### src/sv/rtch_pkg.sv
// ----------------------------------------------------------------------------
// Ray/triangle closest-hit package
// Shared widths, register indexes, datapath commands and status.
// ----------------------------------------------------------------------------
package rtch_pkg;

   localparam int FRAC_BITS_DEF = 16;
   localparam int COORD_W       = 32;
   localparam int DIFF_W        = 33;
   localparam int WIDE_W        = 67;
   localparam int WIDE_LO_W     = 34;
   localparam int MUL_Y_W       = 35;
   localparam int PROD_W        = 68;
   localparam int ACC_W         = 104;
   localparam int QUO_W         = 32;
   localparam int DIST_W        = 31;
   localparam int PT_PROD_W     = 64;
   localparam int CSR_IDX_W     = 3;

   localparam logic [DIST_W-1:0]         DIST_MAX    = '1;
   localparam logic signed [COORD_W-1:0] DIR_Z_RESET = 32'sd65536;
   localparam logic signed [COORD_W-1:0] COORD_MAX   = 32'sh7FFF_FFFF;
   localparam logic signed [COORD_W-1:0] COORD_MIN   = 32'sh8000_0000;

   localparam logic [CSR_IDX_W-1:0] CSR_ORIGIN_X = 3'd0;
   localparam logic [CSR_IDX_W-1:0] CSR_ORIGIN_Y = 3'd1;
   localparam logic [CSR_IDX_W-1:0] CSR_ORIGIN_Z = 3'd2;
   localparam logic [CSR_IDX_W-1:0] CSR_DIR_X    = 3'd3;
   localparam logic [CSR_IDX_W-1:0] CSR_DIR_Y    = 3'd4;
   localparam logic [CSR_IDX_W-1:0] CSR_DIR_Z    = 3'd5;

   localparam logic [1:0] COMP_FIRST = 2'd0;
   localparam logic [1:0] COMP_LAST  = 2'd2;
   localparam logic [1:0] PT_DONE    = 2'd3;

   typedef enum logic [2:0] {
      GRP_P, GRP_Q, GRP_R, GRP_DET, GRP_NS, GRP_NT, GRP_NR
   } grp_type;

   typedef struct packed {
      logic signed [COORD_W-1:0] v0_x;
      logic signed [COORD_W-1:0] v0_y;
      logic signed [COORD_W-1:0] v0_z;
      logic signed [COORD_W-1:0] v1_x;
      logic signed [COORD_W-1:0] v1_y;
      logic signed [COORD_W-1:0] v1_z;
      logic signed [COORD_W-1:0] v2_x;
      logic signed [COORD_W-1:0] v2_y;
      logic signed [COORD_W-1:0] v2_z;
   } tri_type;

   typedef struct packed {
      logic       load;
      logic       mac_issue;
      grp_type    grp;
      logic [1:0] comp;
      logic       term;
      logic       sign_fix;
      logic       div_start;
      logic       update;
      logic       pt_issue;
      logic [1:0] pt_comp;
      logic       rsp_load;
   } cmd_type;

   typedef struct packed {
      logic test_pass;
      logic div_done;
   } sts_type;

   function automatic logic [1:0] comp_next(input logic [1:0] c);
      case (c)
         2'd0: return 2'd1;
         2'd1: return 2'd2;
         default: return 2'd0;
      endcase
   endfunction

   function automatic logic [1:0] comp_prev(input logic [1:0] c);
      case (c)
         2'd0: return 2'd2;
         2'd1: return 2'd0;
         default: return 2'd1;
      endcase
   endfunction

endpackage

### src/sv/rtch_ctrl.sv
// ----------------------------------------------------------------------------
// Ray/triangle closest-hit controller
// Sequences the product steps, the hit test, the divide and the result.
// ----------------------------------------------------------------------------
module rtch_ctrl (
   input  logic              clock,
   input  logic              reset,
   input  logic              req_valid,
   input  logic              req_last,
   output logic              req_ready,
   input  logic              rsp_ready,
   output logic              rsp_valid,
   input  rtch_pkg::sts_type sts,
   output rtch_pkg::cmd_type cmd
);
   import rtch_pkg::*;

   typedef enum logic [2:0] {
      S_IDLE, S_MAC, S_DRAIN, S_SIGN, S_TEST, S_DIV, S_POINT, S_EMIT
   } state_type;

   state_type  state_ff, state_in;
   grp_type    grp_ff, grp_in;
   logic [1:0] comp_ff, comp_in;
   logic       term_ff, term_in;
   logic [1:0] pt_ff, pt_in;
   logic       last_ff, last_in;
   logic       rsp_valid_ff, rsp_valid_in;

   always_comb begin
      cmd          = '0;
      cmd.grp      = grp_ff;
      cmd.comp     = comp_ff;
      cmd.term     = term_ff;
      cmd.pt_comp  = pt_ff;
      state_in     = state_ff;
      grp_in       = grp_ff;
      comp_in      = comp_ff;
      term_in      = term_ff;
      pt_in        = pt_ff;
      last_in      = last_ff;
      rsp_valid_in = rsp_valid_ff && !rsp_ready;
      case (state_ff)
         S_IDLE: begin
            if (req_valid) begin
               cmd.load = 1'b1;
               last_in  = req_last;
               grp_in   = GRP_P;
               comp_in  = COMP_FIRST;
               term_in  = 1'b0;
               state_in = S_MAC;
            end
         end
         S_MAC: begin
            cmd.mac_issue = 1'b1;
            term_in       = !term_ff;
            if (term_ff) begin
               if (comp_ff == COMP_LAST) begin
                  comp_in = COMP_FIRST;
                  if (grp_ff == GRP_NR) begin
                     state_in = S_DRAIN;
                  end else begin
                     grp_in = grp_type'(grp_ff + 3'd1);
                  end
               end else begin
                  comp_in = comp_ff + 2'd1;
               end
            end
         end
         S_DRAIN: begin
            state_in = S_SIGN;
         end
         S_SIGN: begin
            cmd.sign_fix = 1'b1;
            state_in     = S_TEST;
         end
         S_TEST: begin
            pt_in = '0;
            if (sts.test_pass) begin
               cmd.div_start = 1'b1;
               state_in      = S_DIV;
            end else if (last_ff) begin
               state_in = S_POINT;
            end else begin
               state_in = S_IDLE;
            end
         end
         S_DIV: begin
            if (sts.div_done) begin
               cmd.update = 1'b1;
               state_in   = last_ff ? S_POINT : S_IDLE;
            end
         end
         S_POINT: begin
            cmd.pt_issue = (pt_ff != PT_DONE);
            pt_in        = pt_ff + 2'd1;
            if (pt_ff == PT_DONE) begin
               state_in = S_EMIT;
            end
         end
         S_EMIT: begin
            if (!rsp_valid_ff || rsp_ready) begin
               cmd.rsp_load = 1'b1;
               rsp_valid_in = 1'b1;
               state_in     = S_IDLE;
            end
         end
         default: begin
            state_in = S_IDLE;
         end
      endcase
   end

   always_ff @(posedge clock) begin
      if (reset) begin
         state_ff     <= S_IDLE;
         grp_ff       <= GRP_P;
         comp_ff      <= COMP_FIRST;
         term_ff      <= 1'b0;
         pt_ff        <= '0;
         last_ff      <= 1'b0;
         rsp_valid_ff <= 1'b0;
      end else begin
         state_ff     <= state_in;
         grp_ff       <= grp_in;
         comp_ff      <= comp_in;
         term_ff      <= term_in;
         pt_ff        <= pt_in;
         last_ff      <= last_in;
         rsp_valid_ff <= rsp_valid_in;
      end
   end

   assign req_ready = (state_ff == S_IDLE);
   assign rsp_valid = rsp_valid_ff;

endmodule

### config.mk
export PLATFORM = sky130hd
export DESIGN_NAME = rtch_ctrl
export DESIGN_NICKNAME = d
export VERILOG_FILES = /design/src/sv/rtch_pkg.sv /design/src/sv/rtch_ctrl.sv
export SDC_FILE = /design/constraint.sdc
export NUM_CORES = 1
export LEC_CHECK = 0
export ABC_AREA = 1
export BUFFER_PORTS_ARGS = -buffer_cell sky130_fd_sc_hd__clkbuf_2
export CAP_MARGIN = 20
export CORE_MARGIN = 8
export CORE_UTILIZATION = 54
export DETAILED_ROUTE_END_ITERATION = 10
export PLACE_DENSITY = 0.91
export RECOVER_POWER = 25
export SYNTH_ARGS = -nofsm -noshare
export SYNTH_HDL_FRONTEND = slang
export SYNTH_SLANG_ARGS = --single-unit
export TNS_END_PERCENT = 30
### constraint.sdc
create_clock -name clock -period 3.3 [get_ports clock]
set_input_delay 0.165 -clock clock [delete_from_list [all_inputs] [get_ports clock]]
set_output_delay 0.165 -clock clock [all_outputs]
set_load 0.02 [all_outputs]
==> impl_metrics.csv <==
group,metric,value,unit
outcome,run_status,"complete, no violations",
worst_setup_path,crit_arrival,1460,ps
drt,drc,0,
floorplan,die_area,0.00314,sq mm
worst_setup_path,critical-path-slowest-cell,"dfxtp_1",
synthesis,yosysUniqueCellTypes,25,
clocking,cts_resized,0,
sta,setup_viol,0,
synthesis,ys_ff_latch,13,
grt,grt_pass1_wl,3.53,mm
finish,mostFrequentLayoutCell,"nor2_1",
sta,max_freq,0.615,GHz
clocking,path_clk_slew,80,ps
sta,finalHoldViolations,0,
grt,grt_usage,13.1,%
floorplan,fp.coreArea,0.00151,sq mm
sta,fin_hold_ws,157,ps
sta,max_slew_margin,72.9,%
worst_setup_path,slowest_delay,570,ps
floorplan,num_rows,14,
floorplan,dieHeight,56.1,um
hold_path,holdCritPathClass,"primary input to flop",
sta,fin_tns_setup,0,ps
clocking,clock_latency,280,ps
finish,antennaDiodeCount,0,
sta,worst_clock_skew,0.956,ps
power_and_ir_drop,total_power,838,uW
finish,nets,168,
worst_setup_path,reg2reg_depth,8,
power_and_ir_drop,peakVddDrop,0.497,mV
finish,final_area,988,sq um
drt,firstDrtPassIters,4,
power_and_ir_drop,pwr-share-comb,56.7,%
grt,overflow,0,
sta,drv_slew,0,
worst_setup_path,r2r_setup_slack,1800,ps
synthesis,ys_warn_count,0,
placed_design,dpl_cell_area,970,sq um
clocking,cts_max_path_buffers,2,
sta,rsz0062_at_grt,"no",
placed_design,place_hpwl,1.67,mm
clocking,clock_tree.root_cell,"clkbuf_4",
run,drv_cap,0,
worst_setup_path,endpoint_kind,"output port",
worst_setup_path,critPathMaxFanout,10,
finish,nFillCells,150,
worst_setup_path,criticalPathCategory,"flop to output port",
sta,period_share,49.3,%
finish,synthToLayoutAreaGrowth,14.0,%
drt,routed_wl,2.12,mm
sta,tightest_slew,406,ps
drt,wire_per_inst,12.3,um
grt,grt_max_degree,11,
power_and_ir_drop,p_switching,439,uW
hold_path,min_to,"rsp_valid",
finish,mostFrequentLayoutCells,"nor2_1 (27), nand2_1 (22), clkbuf_2 (17)",
drt,via_per_inst,5.45,
sta,fin_crit,1630,ps
synthesis,postSynthCellCount,133,
drt,ant_nets,0,
synthesis,syn_area_per_cell,6.52,sq um
clocking,cts_buffers,3,
power_and_ir_drop,power.density,848,mW/mm^2
drt,vias,943,
drt,first_iter_violations,27,
power_and_ir_drop,seqPwrFrac,31.0,%
worst_setup_path,required,3130,ps
floorplan,ios,24,
clocking,cts_sinks,13,
worst_setup_path,rr_startpoint,"state_ff[0]",
synthesis,synth_nets,143,
floorplan,dieWidth,56.1,um
worst_setup_path,r2r-end,"state_ff[0]",
worst_setup_path,crit_top_cell,"inv_1",
hold_path,hold_depth,2,
power_and_ir_drop,clock_power_share,12.3,%
power_and_ir_drop,p_int,400,uW
synthesis,ys_seq_area_share,30.0,%
placed_design,gp_congestion,0.921,
finish,layout-drive-gt1-share,21.7,%
grt,grt_pass1_vias,915,
worst_setup_path,crit_chain,"inv_2 > nand3_2 > inv_1 > nand2_2 > inv_1 > clkbuf_2",
grt,antenna_found_initial,0,
clocking,h-tree-depth,1,
synthesis,syn_area,867,sq um
clocking,cts_tree,"done",
placed_design,numPortBuffers,23,
power_and_ir_drop,netSwitchingFraction,52.3,%
finish,final_core_util,65.6,%
power_and_ir_drop,leakage,0.000505,uW
clocking,ctsHoldBuffers,0,
floorplan,start_util,57.6,%
clocking,post_cts_buffers,0,
worst_setup_path,worstSetupStartpointType,"flop",
hold_path,hold_start,"reset",
## worst max-delay path, delay by kind of cell (launching register included)
family | cells | cell delay (ps)
DFF | 1 | 570
buffers and inverters | 4 | 410
and+or+nand+nor | 2 | 200
## kinds of logic (layout without fill, tap and decap cells)
group           count (synthesis)  after routing  synth area share, %
compound gates                 16             16                 9.52
xor+xnor                        1              1                 1.01
fa+ha+maj                       3              3                 4.33
buf+inv                        24             48                 13.3
flops                          13             13                 30.0
simple gates                   76             76                 41.8
## metrics by stage
step | instances | setup slack, ps
global route | 173 | 1600
finish | 173 | 1670
CTS | 173 | 1680
floorplan | 133 | 1900
global placement | 169 | 1890
detailed placement | 169 | 1850
## how the worst max path moves through the flow
stage / start / to / slack (ps)
after floorplan: state_ff[0] / state_ff[2] / 1900
after global placement: state_ff[0] / state_ff[0] / 1890
after detailed placement: state_ff[0] / state_ff[0] / 1850
after CTS: state_ff[0] / cmd[14] / 1680
after global routing: state_ff[0] / cmd[14] / 1600
final: state_ff[0] / cmd[14] / 1670
## sequential cells by signal, indices dropped and copies added (netlist names)
name       count
last_ff        1
grp_ff         3
rsp_valid      1
state_ff       3
pt_ff          2
term_ff        1
comp_ff        2
## layer usage
| metal | global-route usage (%) | part of all wire (%) | vias up |
|---|---|---|---|
| met3 | 4.34 | 7.7 | 2 |
| met4 | 6.53 | 1.1 | 0 |
| met2 | 23.3 | 49 | 39 |
| li1 | - | - | 471 |
| met5 | 0 | 0 | - |
| met1 | 13.1 | 42 | 431 |
## final cells by class
class | instances | area [sq um] | area share, %
timing repair buffer | 23 | 108 | 10.9
sequential | 13 | 260 | 26.3
inverter | 21 | 82.6 | 8.35
tap | 16 | 20.0 | 2.03
multi-input combinational | 96 | 492 | 49.7
clock buffer | 4 | 26.3 | 2.66
## power by group through the flow
| stage | registers [uW] | clock network (uW) | logic (uW) |
|---|---|---|---|
| final | 260 | 103 | 475 |
| after detailed placement | 261 | 0 | 478 |
| after global placement | 258 | 0 | 466 |
| after CTS | 257 | 105 | 481 |
| after floorplan | 255 | 0 | 396 |
| after global routing | 265 | 109 | 532 |
## cells in the mapped netlist
master	number	area (sq um)
buf_4	1	7.51
nor2_2	2	12.5
dfxtp_1	13	260
o31ai_1	1	7.51
o21ai_0	4	20.0
nor2_4	1	11.3
nand2_1	22	82.6
nor2_1	27	101
nand3_1	14	70.1
nand4_1	3	18.8
nor3_1	1	5.00
nand2_2	2	12.5
ha_1	3	37.5
clkbuf_8	1	13.8
clkinv_2	1	5.00
inv_2	3	11.3
inv_1	16	60.1
o21ai_1	2	10.0
inv_4	1	6.26
nand2_4	1	11.3
a21oi_1	9	45.0
nand3_2	2	20.0
xnor2_1	1	8.76
buf_6	1	11.3
nand3_4	1	17.5
Note: power is estimated with default switching activity, not from simulation.
